### src/rtl/core/abs_pkg.sv
`timescale 1ns / 1ps
package abs_pkg;

  // fixed field widths
  localparam int VTX_W        = 8;
  localparam int CHUNK_IDX_W  = 6;
  localparam int CHUNK_BITS_W = 16;
  localparam int CMD_W        = 2;

  // storage word geometry
  localparam int WORD_BITS = 32;
  localparam int LOG_WB    = $clog2(WORD_BITS);

  // parameter defaults
  localparam int DEF_MAX_VERTICES = 256;
  localparam int DEF_CHUNK_SIZE   = 4;

  // depth of the job queue between front and back
  localparam int QUEUE_DEPTH = 2;

  typedef logic [CMD_W-1:0] cmd_t;

  // command codes
  localparam cmd_t CMD_ADD   = 2'd0;
  localparam cmd_t CMD_QUERY = 2'd1;
  localparam cmd_t CMD_CHUNK = 2'd2;
  localparam cmd_t CMD_NONE  = 2'd3;

  // classified job; for a chunk read, u carries the block base vertex
  typedef struct packed {
    cmd_t             op;
    logic             in_range;
    logic [VTX_W-1:0] u;
    logic [VTX_W-1:0] v;
  } job_t;

  // queue status seen by front and back
  typedef struct packed {
    logic full;
    logic empty;
  } q_stat_t;

endpackage

### src/rtl/core/abs_front.sv
`timescale 1ns / 1ps
module abs_front import abs_pkg::*; #(
  parameter int MAX_VERTICES = DEF_MAX_VERTICES,
  parameter int CHUNK_SIZE   = DEF_CHUNK_SIZE
) (
  input  logic                   clk,
  input  logic                   rst_n,
  input  logic                   start,
  output logic                   busy,
  input  cmd_t                   in_cmd,
  input  logic [VTX_W-1:0]       in_vertex_u,
  input  logic [VTX_W-1:0]       in_vertex_v,
  input  logic [CHUNK_IDX_W-1:0] in_chunk_index,
  input  q_stat_t                q_stat,
  input  logic                   clearing,
  output logic                   push,
  output job_t                   push_job
);

  logic             accept;
  logic             in_range;
  logic [VTX_W-1:0] chunk_base;
  logic             keep;
  logic             clearing_r;

  // registered copy of the clear status, kept for a clean busy path
  always_ff @(posedge clk) begin
    if (!rst_n) begin
      clearing_r <= 1'b1;
    end else begin
      clearing_r <= clearing;
    end
  end

  // hold off while the store is being cleared or the queue is full
  assign busy   = q_stat.full || clearing || clearing_r;
  assign accept = start && !busy;

  // classify the transaction
  assign in_range   = (32'(in_vertex_u) < 32'(MAX_VERTICES)) &&
                      (32'(in_vertex_v) < 32'(MAX_VERTICES));
  assign chunk_base = VTX_W'(32'(in_chunk_index) * 32'(CHUNK_SIZE));

  always_comb begin
    case (in_cmd)
      CMD_ADD:   keep = in_range;
      CMD_QUERY: keep = 1'b1;
      CMD_CHUNK: keep = 1'b1;
      default:   keep = 1'b0;
    endcase
  end

  // out-of-range adds and unused commands are dropped here
  assign push              = accept && keep;
  assign push_job.op       = in_cmd;
  assign push_job.in_range = in_range;
  assign push_job.u        = (in_cmd == CMD_CHUNK) ? chunk_base : in_vertex_u;
  assign push_job.v        = in_vertex_v;

endmodule

### config.mk
export PLATFORM = sky130hd
export DESIGN_NAME = abs_front
export DESIGN_NICKNAME = d
export VERILOG_FILES = /design/src/rtl/core/abs_pkg.sv /design/src/rtl/core/abs_front.sv
export SDC_FILE = /design/constraint.sdc
export NUM_CORES = 1
export LEC_CHECK = 0
export BUFFER_PORTS_ARGS = -buffer_cell sky130_fd_sc_hd__clkbuf_2
export CAP_MARGIN = 20
export CORE_AREA = 2 2 39 41
export CTS_CLUSTER_DIAMETER = 100
export DETAILED_ROUTE_END_ITERATION = 6
export DIE_AREA = 0 0 41 43
export HOLD_SLACK_MARGIN = 0.05
export PLACE_DENSITY_LB_ADDON = 0.05
export SLEW_MARGIN = 0
export SYNTH_ARGS = -nofsm -noshare
export SYNTH_HDL_FRONTEND = slang
export SYNTH_SLANG_ARGS = --single-unit
### constraint.sdc
create_clock -name clk -period 1.2 [get_ports clk]
set_clock_uncertainty 0.15 [all_clocks]
set_input_delay 0.12 -clock clk [delete_from_list [all_inputs] [get_ports clk]]
set_output_delay 0.12 -clock clk [all_outputs]
set_load 0.03 [all_outputs]
==> impl_metrics.yaml <==
sta:
  rsz0062_at_grt: "true"
  maxClockFrequency_mhz: 791.1
  finalHoldViolCount: 0
  fin_ws_ns: -0.06401
  finalSetupTns_ns: -0.06401
  layout_min_cycle_time_ns: 1.264
  setup_violations: 1
  slew_violations: 0
  fin_crit_sh_pct: 105.3
grt:
  grt.overflow.total: 0
  grt_max_degree: 9
  grt_pass1_wl_um: 779
  grt_pass1_vias: 201
  grtUsageTotal_pct: 6.012
  antenna_found_initial: 0
setup_path:
  cp-end-kind: "output pin"
  slowest_stage: "or3_4"
  required_ns: 0.93
  cp_cell_sequence: "or3_4 -> a211oi_4 -> clkbuf_8"
  path_class: "reg2out"
  crit_start: "clearing_r$_SDFF_PN1_"
  slowest_delay_ns: 0.34
  cp_max_fo: 2
  critPathCapture: "push"
  critPathArrivalTime_ns: 0.99
  start_kind: "flop"
floorplan:
  io_pins: 51
  fp-row-count: 14
  die_h_um: 43
  core_area_mm2: 0.001384
  die_area_mm2: 0.001763
  start_util_pct: 19.71
  dieWidth_um: 41
clocking:
  cts_setup_buffers: 0
  cts.clk_slew.worst_paths_ns: 0
  cts_resized: 14
  ctsHoldBuffers: 0
power:
  peakVddDrop_mv: 0.1824
  power_uw: 252.4
  p_per_area_mw_per_mm2: 522.7
  p_leak_uw: 0.0002616
finish:
  area_growth_pct: 77.06
  drive_gt1_share_pct: 92.00
  largest_reg_flops: 1
  top_register: "clearing_r"
  layout.nets: 82
  finalNonFillerCells: 66
  reg.largest.list: "clearing_r: 1 flops"
  n_antenna_cell: 0
logic_synthesis:
  yosys_warnings: 0
  syn_nets: 57
  synth_top_family_by_area: "buffers and inverters"
  syn_area_um2: 272.8
  synth_cell_types: 11
  yosys.area_share.simple_pct: 17.89
  ys_ff_latch: 1
  synthAdderAreaFrac_pct: 0
  synth-compound-area-share_pct: 4.587
  netlist_instances: 27
  ys_seq_area_share_pct: 7.339
  syn_avg_cell_area_um2: 10.10
  synth_xor_area_share_pct: 0
  synthMuxAreaShare_pct: 33.03
routing:
  finalWirelength_um: 640
  first_iter_violations: 1
  wl_per_cell_um: 9.697
  drc_errors: 0
  postRouteAntennaNets: 0
  vias: 257
  viasPerCell: 3.894
  drt-pass1-iter-count: 3
flow_run:
  drv_cap: 0
min_path:
  hp-class: "in2out"
placed_design:
  io_buffers: 32
  dp_hpwl_um: 568.5
  gp_congestion: 0.6054
  dp.cells: 66
run_status:
  violations: "setup timing"
  status: "finished, violations left"
final cells by class:
| class | instances | area [µm²] |
|---|---|---|
| Tap cell | 16 | 20.02 |
| Multi-Input combinational cell | 13 | 162.7 |
| Sequential cell | 1 | 20.02 |
| Timing Repair Buffer | 35 | 276.5 |
| Inverter | 1 | 3.754 |
| Fill cell | 139 | 900.9 |
cell families after synthesis:
kind of cell,Yosys count
other cells,1
buf+inv,13
compound gates,1
simple gates,5
mux,6
flops,1
routing by layer:
metal  track usage, %  share of wire, %  vias to the layer above
met4            1.333               1.6                        0
met3           0.5236                14                        4
met5                0                 0                        -
met1            5.751                28                      113
met2            12.19                56                       19
li1                 -                 -                      121
cells in the final DEF, fill, tap and decap left out, drive strengths merged:
master / n
conb: 1
nand2b: 1
nor2b: 1
clkbuf: 24
inv: 1
buf: 11
a211oi: 1
and2b: 2
dfxtp: 1
mux2: 6
or3: 1
worst max-delay path: cells and delay by family, from the launching register on:
family          cells  cell delay [ns]
simple gates        1             0.34
flops               1             0.28
buf+inv             1             0.19
compound gates      1             0.18
synthesized netlist by cell type:
| library cell | n | area share, % |
|---|---|---|
| conb_1 | 1 | 1.4 |
| or3_4 | 1 | 4.1 |
| buf_4 | 11 | 30 |
| dfxtp_1 | 1 | 7.3 |
| inv_1 | 1 | 1.4 |
| a211oi_2 | 1 | 4.6 |
| buf_6 | 1 | 4.1 |
| mux2_4 | 6 | 33 |
| nor2b_4 | 1 | 5.0 |
| nand2b_1 | 1 | 2.3 |
| and2b_2 | 2 | 6.4 |
power breakdown:
group | internal [µW] | switching (µW) | total, µW | leakage (µW)
Clock | 0 | 0 | 0 | 0
Sequential | 35.7 | 0.572 | 36.3 | 0.00000836
Combinational | 117 | 98.6 | 216 | 0.000253
stage by stage:
step | worst slack, ns | utilization (%) | area [µm²] | hold WS [ns]
after CTS | -0.07242 | 33.45 | 462.9 | 0.09020
after detailed placement | -0.09977 | 29.02 | 401.6 | 0.09020
after global placement | -0.05829 | 29.02 | 401.6 | 0.09020
after global routing | -0.09070 | 34.90 | 483.0 | 0.09006
after floorplan | -0.09119 | - | 280.3 | 0.04304
final | -0.06401 | 34.90 | 483.0 | 0.09001
how the worst min path moves through the flow:
stage	from	endpoint	slack [ns]	cells after the start
2_1_floorplan	rst_n	clearing_r$_SDFF_PN1_	0.04	1
3_3_place_gp	in_vertex_v[1]	push_job[1]	0.09	0
3_5_place_dp	in_vertex_v[1]	push_job[1]	0.09	0
4_1_cts	in_vertex_v[1]	push_job[1]	0.09	0
5_1_grt	in_vertex_v[6]	push_job[6]	0.09	0
6_report	in_vertex_v[6]	push_job[6]	0.09	0
Note: power is estimated with default switching activity, not from simulation.
