==> config.mk <==
export PLATFORM = sky130hd
export DESIGN_NAME = abs_queue
export DESIGN_NICKNAME = d
export VERILOG_FILES = /design/src/rtl/core/abs_pkg.sv /design/src/rtl/core/abs_queue.sv
export SDC_FILE = /design/constraint.sdc
export NUM_CORES = 1
export LEC_CHECK = 0
export BUFFER_PORTS_ARGS = -buffer_cell sky130_fd_sc_hd__buf_2
export CELL_PAD_IN_SITES_DETAIL_PLACEMENT = 0
export CELL_PAD_IN_SITES_GLOBAL_PLACEMENT = 1
export CORE_ASPECT_RATIO = 1.4
export CORE_UTILIZATION = 38
export CTS_BUF_LIST = sky130_fd_sc_hd__clkbuf_4 sky130_fd_sc_hd__clkbuf_8 sky130_fd_sc_hd__clkbuf_16
export CTS_CLUSTER_DIAMETER = 80
export CTS_CLUSTER_SIZE = 10
export DETAILED_ROUTE_END_ITERATION = 8
export GPL_ROUTABILITY_DRIVEN = 0
export MAX_ROUTING_LAYER = met4
export PLACE_DENSITY_LB_ADDON = 0.1
export RECOVER_POWER = 50
export SLEW_MARGIN = 10
export SYNTH_ARGS = -nofsm -noshare
export SYNTH_HDL_FRONTEND = slang
export SYNTH_SLANG_ARGS = --single-unit
==> constraint.sdc <==
create_clock -name clk -period 1.5 [get_ports clk]
set_input_delay 0.15 -clock clk [delete_from_list [all_inputs] [get_ports clk]]
set_output_delay 0.15 -clock clk [all_outputs]
set_load 0.05 [all_outputs]
==> src/rtl/core/abs_pkg.sv <==
`timescale 1ns / 1ps
package abs_pkg;

  // fixed field widths
  localparam int VTX_W        = 8;
  localparam int CHUNK_IDX_W  = 6;
  localparam int CHUNK_BITS_W = 16;
  localparam int CMD_W        = 2;

  // storage word geometry
  localparam int WORD_BITS = 32;
  localparam int LOG_WB    = $clog2(WORD_BITS);

  // parameter defaults
  localparam int DEF_MAX_VERTICES = 256;
  localparam int DEF_CHUNK_SIZE   = 4;

  // depth of the job queue between front and back
  localparam int QUEUE_DEPTH = 2;

  typedef logic [CMD_W-1:0] cmd_t;

  // command codes
  localparam cmd_t CMD_ADD   = 2'd0;
  localparam cmd_t CMD_QUERY = 2'd1;
  localparam cmd_t CMD_CHUNK = 2'd2;
  localparam cmd_t CMD_NONE  = 2'd3;

  // classified job; for a chunk read, u carries the block base vertex
  typedef struct packed {
    cmd_t             op;
    logic             in_range;
    logic [VTX_W-1:0] u;
    logic [VTX_W-1:0] v;
  } job_t;

  // queue status seen by front and back
  typedef struct packed {
    logic full;
    logic empty;
  } q_stat_t;

endpackage

==> src/rtl/core/abs_queue.sv <==
`timescale 1ns / 1ps
module abs_queue import abs_pkg::*; (
  input  logic    clk,
  input  logic    rst_n,
  input  logic    push,
  input  job_t    push_job,
  input  logic    pop,
  output job_t    head,
  output q_stat_t q_stat
);

  localparam int PW = (QUEUE_DEPTH > 1) ? $clog2(QUEUE_DEPTH) : 1;
  localparam int CW = $clog2(QUEUE_DEPTH + 1);

  job_t          slot_r [QUEUE_DEPTH];
  logic [PW-1:0] wr_ptr_r;
  logic [PW-1:0] wr_ptr_nxt;
  logic [PW-1:0] rd_ptr_r;
  logic [PW-1:0] rd_ptr_nxt;
  logic [CW-1:0] cnt_r;
  logic [CW-1:0] cnt_nxt;

  // pointer wrap
  assign wr_ptr_nxt = (wr_ptr_r == PW'(QUEUE_DEPTH - 1)) ? '0 : wr_ptr_r + PW'(1);
  assign rd_ptr_nxt = (rd_ptr_r == PW'(QUEUE_DEPTH - 1)) ? '0 : rd_ptr_r + PW'(1);

  always_comb begin
    cnt_nxt = cnt_r;
    if (push && !pop) begin
      cnt_nxt = cnt_r + CW'(1);
    end else if (pop && !push) begin
      cnt_nxt = cnt_r - CW'(1);
    end
  end

  // control state
  always_ff @(posedge clk) begin
    if (!rst_n) begin
      wr_ptr_r <= '0;
      rd_ptr_r <= '0;
      cnt_r    <= '0;
    end else begin
      if (push) begin
        wr_ptr_r <= wr_ptr_nxt;
      end
      if (pop) begin
        rd_ptr_r <= rd_ptr_nxt;
      end
      cnt_r <= cnt_nxt;
    end
  end

  // job slots
  always_ff @(posedge clk) begin
    if (push) begin
      slot_r[wr_ptr_r] <= push_job;
    end
  end

  assign head         = slot_r[rd_ptr_r];
  assign q_stat.full  = (cnt_r == CW'(QUEUE_DEPTH));
  assign q_stat.empty = (cnt_r == '0);

endmodule

==> results of run 1 <==
[metrics by stage]
step                area, um^2  cells  TNS [ns]
floorplan                 1590     81         0
global placement          1890    171         0
detailed placement        1890    171         0
CTS                       2150    181         0
global route              2170    181  -0.00715
finish                    2170    181         0
[worst min path at each step]
stage | endpoint | slack [ns]
after floorplan | slot_r[0][0] | 0.25
after global placement | slot_r[0][18] | 0.34
after detailed placement | slot_r[0][14] | 0.34
after CTS | slot_r[1][14] | 0.03
after global routing | slot_r[0][13] | 0.03
final | slot_r[0][13] | 0.04
[layout make-up]
| cell class | instances | area [um^2] | share of cell area, % |
|---|---|---|---|
| Timing Repair Buffer | 51 | 395 | 18.3 |
| Tap cell | 43 | 53.8 | 2.48 |
| Clock inverter | 2 | 60.1 | 2.77 |
| Multi-Input combinational cell | 35 | 332 | 15.3 |
| Sequential cell | 43 | 1240 | 57.5 |
| Clock buffer | 6 | 76.3 | 3.52 |
| Inverter | 1 | 3.75 | 0.173 |
[sequential cells by signal, summed over array words and instances, names as in the netlist, named ones only]
| signal | cells |
|---|---|
| cnt_r | 2 |
| rd_ptr_r | 1 |
| slot_r | 38 |
| wr_ptr_r | 1 |
[critical path, stage by stage (launching register included)]
cell and delay, ns:
dfxtp_4 0.38, buf_4 0.14, mux2_2 0.34, buf_6 0.15
[report_power, final]
group,internal (mW),switching [mW],total (mW)
clock network,0.683,0.362,1.04
registers,1.38,0.0254,1.40
logic,0.227,0.347,0.574
total,2.29,0.734,3.02
[logic make-up after synthesis]
family                   count (synthesis)  share of synthesized area [%]
flip-flops                              43                           78.0
buffers and inverters                    3                           1.26
adder cells (fa/ha/maj)                  1                          0.787
AND/OR/NAND/NOR                          9                           3.54
AO/OA/AOI/OAI                            3                           1.26
XOR/XNOR                                 3                           1.65
multiplexers                            19                           13.5
[layout by cell type (no fill, tap or decap)]
master	synthesis	routed
edfxtp_1	38	38
buf_6	1	22
mux2_2	19	19
buf_2	1	19
clkbuf_1	0	6
clkbuf_8	0	5
buf_4	0	4
dfxtp_1	5	4
xor2_1	2	2
and2_0	0	2
and2_1	4	2
bufinv_16	0	2
inv_1	1	1
and2b_2	1	1
nor2_1	1	1
nor2b_2	0	1
xnor2_1	1	1
nor2b_1	2	1
o21a_1	1	1
o21ai_0	1	1
or3_1	1	1
a21boi_1	1	1
ha_1	1	1
dfxtp_4	0	1
clkbuf_4	0	1
[timing repair]
item,CTS,global route
hold endpoints to repair,0,0
cloned,2,0
resized for setup,37,8
hold buffers,0,0
setup endpoints to repair,19,10
[per-layer routing]
layer	vias to the layer above	global-route usage [%]	wire, um
li1	416	-	-
met1	424	13.8	1060
met2	28	21.9	1370
met3	5	4.61	131
met4	0	6.00	46
met5	-	-	0
==> results.ini, run 1 <==
[status]
status = complete, but fails checks
violations = DRC

[sta]
slew_headroom_pct = 64.8
setup_slack_ns = 0.0449
setup_violations = 0
finalCriticalPeriod_ns = 1.46
clock.fmax_mhz = 687
hold_ws_ns = 0.0446
rsz0062_at_grt = yes
drv_slew = 0
hold_violations = 0
tightest_slew_ns = 0.528
layout_worst_path_cycle_share_pct = 97.0
skew_ns = 0.00397

[setup_path]
crit_required_ns = 1.35
r2r_start = wr_ptr_r
endpoint = head[6]
worstSetupEndpointType = output pin
crit_fanout = 4
timing.rr.end = slot_r[0][10]
worstPathArrival_ns = 1.31
critPathLaunchType = flip-flop
r2r_setup_slack_ns = 0.27
worstSetupPathType = reg2out
r2r_cells = 2

[clock_network]
cts-htree-levels = 2
clk_latency_ns = 0.29
tritoncts = built
cts-root-buf = clkbuf_8
clk_pin_slew_ns = 0.08
clockBufferDepth = 2
cts.sinks = 43
numCtsBuffers = 5
postCtsSetupBuffers = 0

[logic_synthesis]
ys_async_sr_fraction_pct = 0
syn_area_um2 = 1590
yosysTopAreaCell = edfxtp_1
synth_most_common_cell = edfxtp_1
syn_area_per_cell_um2 = 19.6
synthFlopType = edfxtp_1
synthCells = 81
synth.top_cell.area_share_pct = 71.8
ys_types = 17
syn-num-nets = 105
synth.top_cells.by_count = edfxtp_1, mux2_2, dfxtp_1
synthTopCellsByArea = edfxtp_1, mux2_2, dfxtp_1
yosys_warnings = 0
ys_seq_area_share_pct = 78.0
synth_edf_count = 38
ys_seq_elements = 43

[floorplanning]
rows = 27
ios = 44
die_h_um = 78.5
dieArea_um2 = 4450
initial_core_util_pct = 39.9
coreArea_um2 = 3990
die_w_um = 56.7

[global_route]
grt_max_degree = 14
grt-ovfl-total = 0
antenna_found_initial = 0
first_global_vias = 883
grtUsageTotal_pct = 13.1
grt_pass1_wl_mm = 4.11

[power_and_ir_drop]
power.total_mw = 3.02
cellLeakagePower_nw = 0.832
p_per_area_nw_per_um2 = 1390
max-vdd-ir-drop_mv = 0.977

[drt]
vias_per_cell = 4.82
firstDrtPassIters = 8
routedWlPerCell_um = 14.4
drt-initial-drc-count = 30
postRouteAntennaNets = 0
drc_errors = 8
routed_wl_mm = 2.60
vias = 873

[final_layout]
fin_nets = 161
drive_above_1_share_pct = 54.3
nFillCells = 334
synthToLayoutAreaGrowth_pct = 36.2
antenna_cells = 0
final_util_pct = 54.3

[hold_path]
min_path_cells = 1
min-delay-start = push_job[13]
hold_path.class = in2reg

[run]
maxCapViolCount = 0

[placement]
dp_hpwl_mm = 1.77
post-place-ws_ns = 0.281
portBuffers = 43

Note: power is estimated with default switching activity, not from simulation.
==> run 2: changes to the inputs <==
==> constraint.sdc (replaced) <==
create_clock -name clk -period 1.5 [get_ports clk]
set_input_delay 0.15 -clock clk [delete_from_list [all_inputs] [get_ports clk]]
set_output_delay 0.15 -clock clk [all_outputs]
set_load 0.1 [all_outputs]
==> run 2 against run 1 <==
Effect of this change:
- utilization grew 3.6 points
- highest routed layer unchanged
- routed wire length up 1.0%
- via count shrank 0.69%
- combinational power up 63%
- cell area grew 6.7%
- maximum frequency shrank 1.9%
- the flow still finishes with violations (DRC)
==> results.ini, run 2 (synthesis gave the netlist of run 1 again) <==
[floorplanning]
dieArea_um2 = 4450  ; unchanged
ios = 44  ; unchanged
die_h_um = 78.5  ; unchanged
coreArea_um2 = 3990  ; unchanged
die_w_um = 56.7  ; unchanged
initial_core_util_pct = 39.9  ; unchanged
rows = 27  ; unchanged

[setup_path]
worstSetupPathType = reg2out  ; unchanged
r2r_start = wr_ptr_r  ; unchanged
r2r_setup_slack_ns = 0.36  ; was 0.27 ns
critPathLaunchType = flip-flop  ; unchanged
crit_required_ns = 1.35  ; about the same
timing.rr.end = slot_r[0][5]  ; was slot_r[0][10]
worstSetupEndpointType = output pin  ; unchanged
r2r_cells = 2  ; unchanged
crit_fanout = 6  ; was 4
worstPathArrival_ns = 1.33  ; was 1.31 ns

[placement]
portBuffers = 43  ; unchanged
place_inst = 171  ; unchanged
placed_cell_area_um2 = 2180  ; was 1890 um^2
dp_hpwl_mm = 1.87  ; was 1.77 mm

[clock_network]
clk_pin_slew_ns = 0.07  ; was 0.08 ns
cts-root-buf = clkbuf_8  ; unchanged
cts.sinks = 43  ; unchanged
clk_latency_ns = 0.29  ; about the same
cts-htree-levels = 2  ; unchanged
tritoncts = built  ; unchanged
clockBufferDepth = 2  ; unchanged
numCtsBuffers = 5  ; unchanged

[sta]
setup_violations = 0  ; unchanged
hold_violations = 0  ; unchanged
drv_slew = 0  ; unchanged
hold_ws_ns = 0.0466  ; was 0.0446 ns
layout_worst_path_cycle_share_pct = 98.9  ; was 97.0%
finalCriticalPeriod_ns = 1.48  ; was 1.46 ns
skew_ns = 0.00889  ; was 0.00397 ns
clock.fmax_mhz = 674  ; was 687 MHz
tightest_slew_ns = 0.485  ; was 0.528 ns
slew_headroom_pct = 67.9  ; was 64.8%
rsz0062_at_grt = yes  ; unchanged

[drt]
firstDrtPassIters = 6  ; was 8
vias = 867  ; was 873
drt-initial-drc-count = 36  ; was 30
wl_met2_mm = 1.44  ; was 1.37 mm
routedWlPerCell_um = 14.7  ; was 14.4 um
drc_errors = 8  ; unchanged
postRouteAntennaNets = 0  ; unchanged
vias_per_cell = 4.84  ; was 4.82
drt-met1-wl_um = 993  ; was 1.06 mm
dr_wl_met3_um = 128  ; was 131 um
routed.top_layer = met4  ; unchanged
routed_wl_mm = 2.63  ; was 2.60 mm

[final_layout]
final_cell_area_um2 = 2310  ; was 2170 um^2
reg_top3 = slot_r: 38 flops, cnt_r: 2 flops  ; unchanged
layout_common_cells = edfxtp_1, buf_12, buf_2, mux2_2, clkbuf_1  ; was edfxtp_1, buf_6, mux2_2, buf_2, clkbuf_1
largest_register_ffs = 38  ; unchanged
antenna_cells = 0  ; unchanged
synthToLayoutAreaGrowth_pct = 45.3  ; was 36.2%
fin_cells = 179  ; was 181
final_common_cell = edfxtp_1  ; unchanged
drive_above_1_share_pct = 52.2  ; was 54.3%
top_register = slot_r  ; unchanged
fin_nets = 160  ; was 161

[power_and_ir_drop]
p_per_area_nw_per_um2 = 1380  ; was 1390 nW/um^2
max-vdd-ir-drop_mv = 0.881  ; was 0.977 mV
p_int_mw = 2.21  ; was 2.29 mW
cellLeakagePower_nw = 0.892  ; was 0.832 nW
pwr-share-clk_pct = 26.8  ; was 34.6%
p_sw_uw = 984  ; was 734 uW
p_sw_share_pct = 30.8  ; was 24.3%
power_frac_comb_pct = 29.3  ; was 19.0%
p_seq_share_pct = 43.9  ; was 46.4%

[global_route]
grt_pass1_wl_mm = 4.28  ; was 4.11 mm
grt-ovfl-total = 0  ; unchanged
antenna_found_initial = 0  ; unchanged
grt_max_degree = 14  ; unchanged
grtUsageTotal_pct = 13.9  ; was 13.1%
first_global_vias = 925  ; was 883

[hold_path]
min_path_cells = 1  ; unchanged
min_to = slot_r[1][17]  ; was slot_r[0][13]
hold_path.class = in2reg  ; unchanged
min-delay-start = push_job[17]  ; was push_job[13]

[status]
status = complete, but fails checks  ; unchanged
violations = DRC  ; unchanged

[run]
maxCapViolCount = 0  ; unchanged

==> run 2: routing by layer <==
| metal | GRT usage [%] | vias to the layer above |
|---|---|---|
| met5 | - | - |
| met4 | 7.50 | 0 |
| met3 | 4.94 | 5 |
| met2 | 23.3 | 26 |
| met1 | 13.9 | 421 |
| li1 | - | 415 |
==> run 2: worst max-delay path by stage <==
stage | start | endpoint | slack (ns) | depth (start not counted)
after CTS | flip-flop | head[14] | -0.01 | 3
final | flip-flop | head[6] | 0.02 | 3
after global routing | flip-flop | head[1] | -0.04 | 3
after global placement | flip-flop | head[15] | 0.30 | 3
after detailed placement | flip-flop | head[0] | 0.28 | 3
after floorplan | flip-flop | head[0] | 0.16 | 3
==> run 2: power by group through the flow <==
stage | Sequential, mW | Combinational (mW) | Clock (mW)
after floorplan | 1.42 | 0.612 | 0
after global placement | 1.42 | 0.921 | 0
after detailed placement | 1.43 | 0.929 | 0
after CTS | 1.40 | 0.941 | 0.887
after global routing | 1.41 | 0.971 | 0.922
final | 1.40 | 0.938 | 0.858
==> run 2: repair_timing <==
action                                 4_1_cts  5_1_grt
gates resized for setup                      5        6
cloned                                       1        0
endpoints found under the hold margin        0        0
pin swaps                                    0        0
hold buffers                                 0        0
setup endpoints to repair                   19       18
setup buffers                                0        0
==> run 2: critical path, cell delays in order (launching register included) <==
cell     delay (ns)
dfxtp_4        0.36
buf_6          0.14
mux2_2         0.37
buf_12         0.17
==> run 2: area by class of cell <==
class | count | area (um^2)
well taps | 43 | 53.8
clock buffers | 6 | 76.3
multi-input cells | 35 | 354
flip-flops and latches | 43 | 1240
repair buffers | 50 | 548
fillers | 331 | 1680
clock inverters | 1 | 30.0
inverters | 1 | 3.75
==> run 2: through the flow <==
step | total power, mW | setup TNS (ns) | utilization (%) | setup WS (ns)
after detailed placement | 2.36 | 0 | 54.6 | 0.279
final | 3.20 | 0 | 58.0 | 0.0167
after global placement | 2.35 | 0 | 54.6 | 0.296
after CTS | 3.23 | -0.141 | 57.8 | -0.0146
after floorplan | 2.03 | 0 | - | 0.159
after global routing | 3.30 | -0.401 | 58.0 | -0.0372
==> run 3: changes to the inputs <==
Settings changed: MAX_ROUTING_LAYER met4 to unset, PLACE_DENSITY_LB_ADDON 0.1 to 0.3, TNS_END_PERCENT set to 100.
==> run 3 against run 2 <==
Effect of this change:
- the flow still finishes with violations (DRC)
- cell area decreased by 1.5%
- largest cell class unchanged
- die area unchanged
- maximum frequency increased by 0.12%
==> results.ini, run 3 (synthesis gave the netlist of run 1 again) <==
[sta]
tightest_slew_ns = 0.483  ; was 0.485 ns
fin_tns_setup_ns = 0  ; unchanged
layout_worst_path_cycle_share_pct = 98.8  ; was 98.9%
setup_slack_ns = 0.0185  ; was 0.0167 ns
setup_violations = 0  ; unchanged
rsz0062_at_grt = yes  ; unchanged
hold_violations = 0  ; unchanged
slew_headroom_pct = 68.0  ; was 67.9%
finalCriticalPeriod_ns = 1.48  ; about the same
clock.fmax_mhz = 675  ; was 674 MHz
drv_slew = 0  ; unchanged
skew_ns = 0.00323  ; was 0.00889 ns

[setup_path]
critPathBufInv = 2  ; unchanged
max_stage_delay_ns = 0.37  ; about the same
crit_required_ns = 1.35  ; about the same
critPathLaunchType = flip-flop  ; unchanged
worstSetupPathType = reg2out  ; unchanged
worstSetupEndpointType = output pin  ; unchanged
path_cells = buf_12 > mux2_2 > buf_12  ; was buf_6 > mux2_2 > buf_12
path_delay_family = multiplexers  ; unchanged
slowest_stage = mux2_2  ; unchanged
crit_fanout = 14  ; was 6
crit_top_cell = buf_12
worstPathArrival_ns = 1.33  ; about the same

[drt]
postRouteAntennaNets = 0  ; unchanged
vias_per_cell = 4.80  ; was 4.84
routed_wl_mm = 2.56  ; was 2.63 mm
drt-initial-drc-count = 13  ; was 36
drc_errors = 2  ; was 8
vias = 855  ; was 867
routedWlPerCell_um = 14.4  ; was 14.7 um
firstDrtPassIters = 6  ; unchanged

[floorplanning]
dieArea_um2 = 4450  ; unchanged
ios = 44  ; unchanged
coreArea_um2 = 3990  ; unchanged
rows = 27  ; unchanged
die_w_um = 56.7  ; unchanged
die_h_um = 78.5  ; unchanged
initial_core_util_pct = 39.9  ; unchanged

[final_layout]
final_common_cell = edfxtp_1  ; unchanged
top_register = slot_r  ; unchanged
antenna_cells = 0  ; unchanged
multiInputGateArea_um2 = 353  ; was 354 um^2
regArea_um2 = 1240  ; about the same
reg_top3 = slot_r: 38 flops, cnt_r: 2 flops  ; unchanged
synthToLayoutAreaGrowth_pct = 43.1  ; was 45.3%
fin_cells = 178  ; was 179
drive_above_1_share_pct = 51.9  ; was 52.2%
final_cell_area_um2 = 2280  ; was 2310 um^2
nFillCells = 320  ; was 331
layout_common_cells = edfxtp_1, buf_12, buf_2, mux2_2, clkbuf_1  ; unchanged
largest_register_ffs = 38  ; unchanged
fin_nets = 158  ; was 160

[global_route]
grt_max_degree = 20  ; was 14
grtUsageTotal_pct = 13.6  ; was 13.9%
first_global_vias = 961  ; was 925
grt_pass1_wl_mm = 4.22  ; was 4.28 mm
grt-ovfl-total = 0  ; unchanged
antenna_found_initial = 0  ; unchanged

[status]
violations = DRC  ; unchanged
status = complete, but fails checks  ; unchanged

[clock_network]
clk_latency_ns = 0.29  ; about the same
tritoncts = built  ; unchanged
cts-htree-levels = 2  ; unchanged
clk_pin_slew_ns = 0.07  ; about the same
clockBufferDepth = 2  ; unchanged
cts.sinks = 43  ; unchanged
numCtsBuffers = 5  ; unchanged
cts-root-buf = clkbuf_8  ; unchanged
postCtsSetupBuffers = 0  ; unchanged

[hold_path]
hold_path.class = in2reg  ; unchanged

[power_and_ir_drop]
cellLeakagePower_nw = 0.871  ; was 0.892 nW
power.total_mw = 3.03  ; was 3.20 mW
max-vdd-ir-drop_mv = 0.670  ; was 0.881 mV
p_per_area_nw_per_um2 = 1330  ; was 1380 nW/um^2

[placement]
dp_hpwl_mm = 1.84  ; was 1.87 mm
post-place-ws_ns = 0.279  ; about the same
portBuffers = 43  ; unchanged
place_inst = 170  ; was 171
placed_cell_area_um2 = 2180  ; about the same

[run]
maxCapViolCount = 0  ; unchanged

run 3: worst paths after layout:
path         cells after the start  slack (ns)             to         from
min reg2reg                      2        0.56       cnt_r[1]     cnt_r[1]
max reg2reg                      2        0.32  slot_r[0][18]     wr_ptr_r
min                              1        0.04   slot_r[1][0]  push_job[0]
max                              3        0.02        head[0]    flip-flop
run 3: stage by stage:
stage	hold slack [ns]	utilization, %
finish	0.0447	57.1
global placement	0.338	54.8
detailed placement	0.342	54.8
CTS	0.0334	57.1
floorplan	0.249	-
global route	0.0290	57.1
run 3: routing by layer:
metal  up-vias  global-route usage [%]  share of wire, %
met1       407                    11.8                36
li1        409                       -                 -
met4         0                    9.00               2.9
met3         7                    5.60               6.4
met5         -                       0                 0
met2        32                    24.8                55
run 3: worst reg2reg max path, delay by kind of cell (launching register included):
kind	cells	cell delay (ns)
buf+inv	1	0.38
flops	1	0.33
simple gates	1	0.13
run 3: layout make-up:
cell class | count | share of cell area (%)
tap | 43 | 2.36
inverter | 1 | 0.165
clock buffer | 6 | 3.35
timing repair buffer | 48 | 23.7
sequential | 43 | 54.6
clock inverter | 2 | 0.330
multi-input combinational | 35 | 15.5
run 3: power by group:
group | total (mW) | switching [mW] | internal [mW]
combinational | 0.934 | 0.604 | 0.330
clock | 0.689 | 0.354 | 0.335
sequential | 1.40 | 0.0272 | 1.38
total | 3.03 | 0.985 | 2.04
run 3: timing repair:
item	CTS	global route
setup endpoints to repair	19	17
hold buffers	0	0
endpoints found under the hold margin	0	0
gates resized for setup	3	3
